--- config.mk ---
export PLATFORM = sky130hd
export DESIGN_NAME = ips_patch_stream_applier
export DESIGN_NICKNAME = d
export VERILOG_FILES = /design/src/rtl/ipsa_pkg.sv /design/src/rtl/ips_patch_stream_applier.sv
export SDC_FILE = /design/constraint.sdc
export NUM_CORES = 1
export LEC_CHECK = 0
export BUFFER_PORTS_ARGS = -buffer_cell sky130_fd_sc_hd__buf_2
export CAP_MARGIN = 0
export CORE_MARGIN = 1.5
export CORE_UTILIZATION = 30
export CTS_BUF_LIST = sky130_fd_sc_hd__clkbuf_16
export DETAILED_ROUTE_END_ITERATION = 8
export GPL_TIMING_DRIVEN = 0
export PLACE_DENSITY = 0.58
export REMOVE_ABC_BUFFERS = 1
export SLEW_MARGIN = 10
export SYNTH_ARGS = -nofsm -noshare
export SYNTH_HDL_FRONTEND = slang
export SYNTH_SLANG_ARGS = --single-unit
--- constraint.sdc ---
create_clock -name clk -period 9.15 [get_ports clk]
set_input_delay 1.83 -clock clk [delete_from_list [all_inputs] [get_ports clk]]
set_output_delay 1.83 -clock clk [all_outputs]
set_load 0.01 [all_outputs]
--- src/rtl/ipsa_pkg.sv ---
// Types, constants and helpers shared by the IPS patch stream applier.
package ipsa_pkg;

	localparam int unsigned ADDRESS_BITS = 24;
	localparam int unsigned SIZE_BITS = 16;
	localparam int unsigned IMAGE_BITS = ADDRESS_BITS + 1;
	localparam int unsigned PADDR_BITS = 3;
	localparam int unsigned PDATA_BITS = 32;

	localparam logic [IMAGE_BITS-1:0] IMAGE_SIZE_RESET = IMAGE_BITS'(1) << ADDRESS_BITS;
	localparam logic [ADDRESS_BITS-1:0] EOF_MARK = 24'h454F46;

	// Index of a configuration register, taken from paddr above the byte lanes.
	localparam logic REG_IMAGE_SIZE = 1'b0;

	localparam logic [7:0] CHAR_P = 8'h50;
	localparam logic [7:0] CHAR_A = 8'h41;
	localparam logic [7:0] CHAR_T = 8'h54;
	localparam logic [7:0] CHAR_C = 8'h43;
	localparam logic [7:0] CHAR_H = 8'h48;

	typedef enum logic [2:0] {
		PH_HEADER,
		PH_OFFSET,
		PH_SIZE,
		PH_DATA,
		PH_DONE
	} phase_t;

	typedef enum logic [1:0] {
		ST_OK,
		ST_BAD_HEADER,
		ST_TRUNCATED,
		ST_RLE
	} status_t;

	typedef enum logic {
		KIND_WRITE,
		KIND_FINISH
	} kind_t;

	typedef struct packed {
		kind_t                   kind;
		logic [ADDRESS_BITS-1:0] addr;
		logic [7:0]              data;
		status_t                 status;
		logic                    dropped;
	} result_t;

	// Expected character at each position of the PATCH header.
	function automatic logic [7:0] header_char(input logic [2:0] pos);
		logic [7:0] c;
		unique case (pos)
			3'd0: c = CHAR_P;
			3'd1: c = CHAR_A;
			3'd2: c = CHAR_T;
			3'd3: c = CHAR_C;
			3'd4: c = CHAR_H;
			default: c = 8'h00;
		endcase
		return c;
	endfunction

endpackage

--- src/rtl/ips_patch_stream_applier.sv ---
// IPS patch stream applier: header check, record parser and image write generator.
// The block takes one patch byte per cycle on the patch channel while the result channel
// keeps up and the spare slot is empty, and gives byte writes and a finish result on the
// result channel. A byte is held in an input register and decoded there by a small state
// machine; its results land in an output register backed by one spare slot. A byte gives
// at most one result, except a last byte that both writes and finishes early: it gives
// two results and holds the input register while the spare slot drains.
// image_size sits at byte address 0 of the APB port and must only be written while idle.
module ips_patch_stream_applier (
	input  logic                                clk,
	input  logic                                arst_n,
	input  logic                                psel,
	input  logic                                penable,
	input  logic                                pwrite,
	input  logic [ipsa_pkg::PADDR_BITS-1:0]     paddr,
	input  logic [ipsa_pkg::PDATA_BITS-1:0]     pwdata,
	output logic [ipsa_pkg::PDATA_BITS-1:0]     prdata,
	output logic                                pready,
	input  logic                                patch_valid,
	output logic                                patch_ready,
	input  logic [7:0]                          patch_byte,
	input  logic                                last,
	output logic                                result_valid,
	input  logic                                result_ready,
	output logic                                result_kind,
	output logic [ipsa_pkg::ADDRESS_BITS-1:0]   write_address,
	output logic [7:0]                          write_data,
	output logic [1:0]                          status,
	output logic                                some_dropped
);

	localparam int unsigned AB = ipsa_pkg::ADDRESS_BITS;
	localparam int unsigned IB = ipsa_pkg::IMAGE_BITS;
	localparam int unsigned SB = ipsa_pkg::SIZE_BITS;

	logic [IB-1:0]     image_size_q;
	logic              cfg_write;

	logic              valid_s1;
	logic [7:0]        byte_s1;
	logic              last_s1;
	logic              go;

	ipsa_pkg::phase_t  phase_q, phase_d;
	logic [2:0]        byte_pos_q, byte_pos_d;
	logic [IB-1:0]     rec_addr_q, rec_addr_d;
	logic [SB-1:0]     remaining_q, remaining_d;
	logic              dropped_q, dropped_d;

	logic              write_v;
	logic              finish_v;
	ipsa_pkg::result_t write_res;
	ipsa_pkg::result_t finish_res;

	ipsa_pkg::result_t out_q;
	logic              out_v_q;
	ipsa_pkg::result_t pend_q;
	logic              pend_v_q;
	logic              out_take;

	// Configuration port.
	assign pready = 1'b1;
	assign cfg_write = psel && penable && pwrite && pready;

	always_ff @(posedge clk or negedge arst_n) begin
		if (!arst_n) begin
			image_size_q <= ipsa_pkg::IMAGE_SIZE_RESET;
		end else if (cfg_write && paddr[ipsa_pkg::PADDR_BITS-1] == ipsa_pkg::REG_IMAGE_SIZE) begin
			image_size_q <= pwdata[IB-1:0];
		end
	end

	always_comb begin
		if (paddr[ipsa_pkg::PADDR_BITS-1] == ipsa_pkg::REG_IMAGE_SIZE) begin
			prdata = ipsa_pkg::PDATA_BITS'(image_size_q);
		end else begin
			prdata = '0;
		end
	end

	// Input register. A byte is decoded once both result slots can take what it gives.
	assign out_take = out_v_q && result_ready;
	assign go = valid_s1 && !pend_v_q && (!out_v_q || result_ready);
	assign patch_ready = !valid_s1 || go;

	always_ff @(posedge clk or negedge arst_n) begin
		if (!arst_n) begin
			valid_s1 <= 1'b0;
		end else if (patch_ready) begin
			valid_s1 <= patch_valid;
		end
	end

	always_ff @(posedge clk) begin
		if (patch_ready && patch_valid) begin
			byte_s1 <= patch_byte;
			last_s1 <= last;
		end
	end

	// Parser: next state and the results of the byte in the input register.
	always_comb begin
		logic [AB-1:0]   offset_new;
		logic [SB-1:0]   size_new;
		logic            finished;
		ipsa_pkg::status_t fin_status;

		phase_d     = phase_q;
		byte_pos_d  = byte_pos_q;
		rec_addr_d  = rec_addr_q;
		remaining_d = remaining_q;
		dropped_d   = dropped_q;
		write_v     = 1'b0;
		finished    = 1'b0;
		fin_status  = ipsa_pkg::ST_OK;
		offset_new  = (byte_pos_q == 3'd0) ? {{(AB-8){1'b0}}, byte_s1}
			: {rec_addr_q[AB-9:0], byte_s1};
		size_new    = {remaining_q[7:0], byte_s1};

		unique case (phase_q)
			ipsa_pkg::PH_HEADER: begin
				if (byte_pos_q > 3'd4 || byte_s1 != ipsa_pkg::header_char(byte_pos_q)) begin
					finished   = 1'b1;
					fin_status = ipsa_pkg::ST_BAD_HEADER;
				end else if (byte_pos_q == 3'd4) begin
					phase_d    = ipsa_pkg::PH_OFFSET;
					byte_pos_d = 3'd0;
				end else begin
					byte_pos_d = byte_pos_q + 3'd1;
				end
			end
			ipsa_pkg::PH_OFFSET: begin
				rec_addr_d = {1'b0, offset_new};
				if (byte_pos_q >= 3'd2) begin
					if (offset_new == ipsa_pkg::EOF_MARK) begin
						finished   = 1'b1;
						fin_status = ipsa_pkg::ST_OK;
					end else begin
						phase_d    = ipsa_pkg::PH_SIZE;
						byte_pos_d = 3'd0;
					end
				end else begin
					byte_pos_d = byte_pos_q + 3'd1;
				end
			end
			ipsa_pkg::PH_SIZE: begin
				if (byte_pos_q == 3'd0) begin
					remaining_d = {{(SB-8){1'b0}}, byte_s1};
					byte_pos_d  = 3'd1;
				end else begin
					remaining_d = size_new;
					byte_pos_d  = 3'd0;
					if (size_new == '0) begin
						finished   = 1'b1;
						fin_status = ipsa_pkg::ST_RLE;
					end else begin
						phase_d = ipsa_pkg::PH_DATA;
					end
				end
			end
			ipsa_pkg::PH_DATA: begin
				// The top address bit saturates, keeping runaway records beyond every image.
				if (rec_addr_q < image_size_q && !rec_addr_q[IB-1]) begin
					write_v = 1'b1;
				end else begin
					dropped_d = 1'b1;
				end
				if (!rec_addr_q[IB-1]) begin
					rec_addr_d = rec_addr_q + IB'(1);
				end
				remaining_d = remaining_q - SB'(1);
				if (remaining_d == '0) begin
					phase_d    = ipsa_pkg::PH_OFFSET;
					byte_pos_d = 3'd0;
				end
			end
			ipsa_pkg::PH_DONE: begin
				phase_d = ipsa_pkg::PH_DONE;
			end
			default: begin
				phase_d = ipsa_pkg::PH_DONE;
			end
		endcase

		finish_v = 1'b0;
		if (finished) begin
			finish_v   = 1'b1;
			phase_d    = ipsa_pkg::PH_DONE;
			byte_pos_d = 3'd0;
		end else if (last_s1 && phase_q != ipsa_pkg::PH_DONE) begin
			finish_v   = 1'b1;
			fin_status = ipsa_pkg::ST_TRUNCATED;
		end

		write_res.kind    = ipsa_pkg::KIND_WRITE;
		write_res.addr    = rec_addr_q[AB-1:0];
		write_res.data    = byte_s1;
		write_res.status  = ipsa_pkg::ST_OK;
		write_res.dropped = 1'b0;

		finish_res.kind    = ipsa_pkg::KIND_FINISH;
		finish_res.addr    = '0;
		finish_res.data    = 8'h00;
		finish_res.status  = fin_status;
		finish_res.dropped = dropped_d;

		if (last_s1) begin
			phase_d     = ipsa_pkg::PH_HEADER;
			byte_pos_d  = 3'd0;
			rec_addr_d  = '0;
			remaining_d = '0;
			dropped_d   = 1'b0;
		end
	end

	always_ff @(posedge clk or negedge arst_n) begin
		if (!arst_n) begin
			phase_q     <= ipsa_pkg::PH_HEADER;
			byte_pos_q  <= 3'd0;
			rec_addr_q  <= '0;
			remaining_q <= '0;
			dropped_q   <= 1'b0;
		end else if (go) begin
			phase_q     <= phase_d;
			byte_pos_q  <= byte_pos_d;
			rec_addr_q  <= rec_addr_d;
			remaining_q <= remaining_d;
			dropped_q   <= dropped_d;
		end
	end

	// Output register with one spare slot for the finish that trails a write.
	always_ff @(posedge clk or negedge arst_n) begin
		if (!arst_n) begin
			out_v_q  <= 1'b0;
			pend_v_q <= 1'b0;
		end else if (go && (write_v || finish_v)) begin
			out_v_q  <= 1'b1;
			pend_v_q <= write_v && finish_v;
		end else if (out_take) begin
			out_v_q  <= pend_v_q;
			pend_v_q <= 1'b0;
		end
	end

	always_ff @(posedge clk) begin
		if (go && (write_v || finish_v)) begin
			out_q  <= write_v ? write_res : finish_res;
			pend_q <= finish_res;
		end else if (out_take && pend_v_q) begin
			out_q <= pend_q;
		end
	end

	assign result_valid  = out_v_q;
	assign result_kind   = out_q.kind;
	assign write_address = out_q.addr;
	assign write_data    = out_q.data;
	assign status        = out_q.status;
	assign some_dropped  = out_q.dropped;

	a_pend_behind_out: assert property (@(posedge clk) disable iff (!arst_n)
		pend_v_q |-> out_v_q)
		else $error("spare result slot holds a result while the output slot is empty");

	a_no_go_with_pend: assert property (@(posedge clk) disable iff (!arst_n)
		pend_v_q |-> !go)
		else $error("byte decoded while the spare result slot is full");

	a_done_pos_clear: assert property (@(posedge clk) disable iff (!arst_n)
		(phase_q == ipsa_pkg::PH_DONE) |-> (byte_pos_q == 3'd0))
		else $error("byte position left set after the patch finished");

	a_addr_saturates: assert property (@(posedge clk) disable iff (!arst_n)
		rec_addr_q[IB-1] |-> (rec_addr_q[AB-1:0] == '0))
		else $error("record address ran on past its saturation point");

	a_last_clears: assert property (@(posedge clk) disable iff (!arst_n)
		(go && last_s1) |=> (phase_q == ipsa_pkg::PH_HEADER && byte_pos_q == 3'd0
			&& dropped_q == 1'b0))
		else $error("parser state not cleared after the last byte of a stream");

endmodule
==> flow_metrics.py <==
metrics = {
    "clock_tree": {
        "hold_buffers": 0,
        "clock_latency_ns": 0.43,
        "htree_levels": 4,
        "clk_pin_slew_ns": 0.05,
        "cts_tree": "done",
        "cts_buffer_depth": 2,
        "post-cts-setup-buffer-count": 0,
        "cts_inserted_buffers": 17,
        "clock-root-buffer": "clkbuf_16",
        "clkSinkCount": 124,
        "post_cts_resized": 0,
    },
    "synth": {
        "yosysWarnings": 0,
        "synth_ff_type": "dfrtp_1",
        "syn-instance-count": 729,
        "synth_seq_cells": 124,
        "async_flop_share": 0.613,
        "synth-edff-count": 48,
        "syn_area_per_cell_um2": 9.66,
        "synth.distinct_cells": 72,
        "ys_seq_area_frac": 0.475,
        "netlist_area_um2": 7050,
    },
    "timing": {
        "setup_viol": 0,
        "finalMaxSlewViolations": 0,
        "timing.hold.ws_ns": 0.501,
        "timing_hold_violations_final": 0,
        "period_minus_slack_ns": 4.60,
        "max_slew_margin": 0.277,
        "worst_pin_slew_ns": 1.08,
        "rsz0062_at_grt": "no",
        "max_freq_mhz": 217,
        "finalSetupTns_ns": 0,
        "timing.final.crit_share": 0.503,
        "fin_skew_ns": 0.0112,
    },
    "drt": {
        "drc": 0,
        "vias": 5935,
        "met3WireLength_mm": 1.43,
        "wl_met2_mm": 8.64,
        "via_per_inst": 5.17,
        "wl_met1_mm": 9.32,
        "drt_first_pass_iters": 7,
        "routed_wl_mm": 19.6,
        "drt_iter0_drc": 752,
        "ant_nets": 0,
        "top_layer": "met4",
        "wl_per_cell_um": 17.1,
    },
    "global_routing": {
        "grt_use_total": 0.165,
        "grt_overflow_total": 0,
        "grt_pass1_vias": 5624,
        "grt_start_max_net_pins": 53,
        "grt_pass1_wl_mm": 31.2,
        "antenna_found_initial": 0,
    },
    "critical_path": {
        "cp_max_fo": 6,
        "reg2reg_slack_ns": 5.41,
        "end_kind": "output port",
        "required_ns": 7.32,
        "timing.rr.start": "phase_q[2]",
        "max_stage_delay_ns": 0.33,
        "path_cells": "buf_2 -> nand2b_1 -> nand3b_1 -> nand2_1 -> buf_2",
        "reg2reg_depth": 8,
        "worstReg2RegEnd": "write_address[16]",
        "cp_data_arrival_time_ns": 2.77,
        "cp-start-kind": "input port",
        "crit_family": "simple AND/OR/NAND/NOR gates",
        "cpMostUsedCell": "buf_2",
        "worstSetupPathType": "input port to output port",
        "critPathSlowestCell": "nand3b_1",
        "cp.buffers_inverters": 2,
    },
    "power": {
        "p_leak_nw": 3.66,
        "pwr-share-comb": 0.289,
        "internal_power_w": 0.00143,
        "p_per_area_nw_per_um2": 260,
        "p_sw_frac": 0.355,
        "clock_power_share": 0.313,
        "p_switching_w": 0.000784,
        "seqPwrFrac": 0.399,
        "ir_drop_mv": 0.130,
    },
    "hold_path": {
        "hp-class": "flip-flop to flip-flop",
        "holdPathStages": 1,
        "hold_end": "image_size_q[16]",
        "worstHoldStart": "image_size_q[16]",
    },
    "finish": {
        "synthToLayoutAreaGrowth_pct": 20.5,
        "insertedDiodeCount": 0,
        "nNetsFinal": 903,
        "final_area_um2": 8490,
        "drive_above_1_share": 0.219,
    },
    "placement": {
        "post_dp_cell_area_um2": 7900,
        "port_buffers": 104,
        "gp_congestion": 0.858,
        "dp_hpwl_mm": 14.1,
    },
    "floorplan": {
        "coreArea_um2": 22800,
        "dieWidth_um": 156,
        "dieArea_um2": 24400,
        "std_cell_rows": 55,
        "die_y_um": 156,
        "initial_core_util": 0.308,
        "io_pins": 122,
    },
    "run": {
        "drv_cap": 0,
    },
    "outcome": {
        "outcome": "finished, final reports clean",
    },
}
## placed cells by master, fill, tap and decap left out, types with 6 or more instances in the layout
cell type	n
buf_2	103
dfrtp_1	75
nor2_1	74
o21ai_0	65
inv_1	51
nand2_1	48
edfxtp_1	48
a21oi_1	45
ha_1	31
and2_1	30
mux2_2	26
nor3_1	18
clkbuf_16	17
nand3_1	14
nand4_1	13
a22oi_1	11
nor2b_1	8
nor4_1	8
a22o_1	8
conb_1	8
xor2_1	6
nand2b_1	6
xnor2_1	6
## routing by layer
metal	track usage	up-vias
li1	-	2813
met1	0.239	2851
met2	0.241	250
met3	0.0407	21
met4	0.0499	0
met5	0	-
## synth_stat cells, types with 5 or more instances
master	number	area (um2)
a21oi_1	45	225
a22o_1	8	70.1
a22oi_1	11	82.6
a32oi_1	5	43.8
and2_1	30	188
buf_4	8	60.1
clkbuf_1	30	113
dfrtp_1	75	1880
edfxtp_1	48	1440
ha_1	31	388
inv_1	46	173
mux2_2	26	293
nand2_1	49	184
nand2b_1	6	37.5
nand3_1	14	70.1
nand4_1	13	81.3
nor2_1	75	282
nor2b_1	8	50.1
nor3_1	18	90.1
nor4_1	9	56.3
nor4b_1	5	43.8
o21ai_0	66	330
o22ai_1	5	31.3
or2_2	5	31.3
xnor2_1	6	52.6
xor2_1	6	52.6
## stage by stage
stage | total power, W | cells | setup WS, ns | utilization
3_5_place_dp | 0.00152 | 1115 | 4.55 | 0.346
5_1_grt | 0.00234 | 1147 | 4.48 | 0.372
6_report | 0.00221 | 1147 | 4.55 | 0.372
4_1_cts | 0.00222 | 1147 | 4.54 | 0.372
2_1_floorplan | 0.00127 | 692 | 4.93 | -
3_3_place_gp | 0.00151 | 1109 | 2.54 | 0.341
## power groups by stage
| stage | sequential, W | combinational, W | clock [W] |
|---|---|---|---|
| final | 0.000881 | 0.000639 | 0.000691 |
| after global routing | 0.000897 | 0.000715 | 0.000731 |
| after global placement | 0.000888 | 0.000618 | 0 |
| after floorplan | 0.000865 | 0.000400 | 0 |
| after CTS | 0.000876 | 0.000642 | 0.000705 |
| after detailed placement | 0.000886 | 0.000639 | 0 |
## worst reg2reg max path, stage by stage (launching register included)
cell and delay [ns]:
dfrtp_1 0.54, nand3b_1 0.67, buf_8 0.38, nor2_2 0.42, nand2_1 0.17, nor3_1 0.48, o21ai_1 0.29, nand2_2 0.24
buf_12 0.23
## sequential cells by signal, indices dropped and copies added (netlist names)
register,count
pend_q,3
some_dropped,1
rec_addr_q,25
pend_v_q,1
phase_q,3
dropped_q,1
last_s1,1
result_kind,1
result_valid,1
remaining_q,16
status,2
write_address,24
write_data,8
byte_pos_q,3
image_size_q,25
valid_s1,1
byte_s1,8
## cell type report
cell class                      instances  area [um2]
Timing Repair Buffer                  110         619
Clock inverter                         15         169
Sequential cell                       124        3340
Inverter                               46         173
Multi-Input combinational cell        522        3370
Tap cell                              313         392
Fill cell                            2366       14400
Clock buffer                           17         425
## cell families after synthesis
kind of cell,share of synthesized area
XOR/XNOR,0.0149
AO/OA/AOI/OAI,0.168
adder cells (fa/ha/maj),0.0551
multiplexers,0.0416
buffers and inverters,0.0524
flip-flops,0.475
AND/OR/NAND/NOR,0.192
other,0.00107
## how the worst max path moves through the flow
| stage | end | slack, ns | from | cells after the start |
|---|---|---|---|---|
| after floorplan | result_kind | 4.93 | result_ready | 4 |
| after global placement | result_kind | 2.54 | phase_q[2] | 5 |
| after detailed placement | patch_ready | 4.55 | result_ready | 5 |
| after CTS | patch_ready | 4.54 | result_ready | 5 |
| after global routing | patch_ready | 4.48 | result_ready | 5 |
| final | patch_ready | 4.55 | result_ready | 5 |
(Power assumes the default switching activity.)
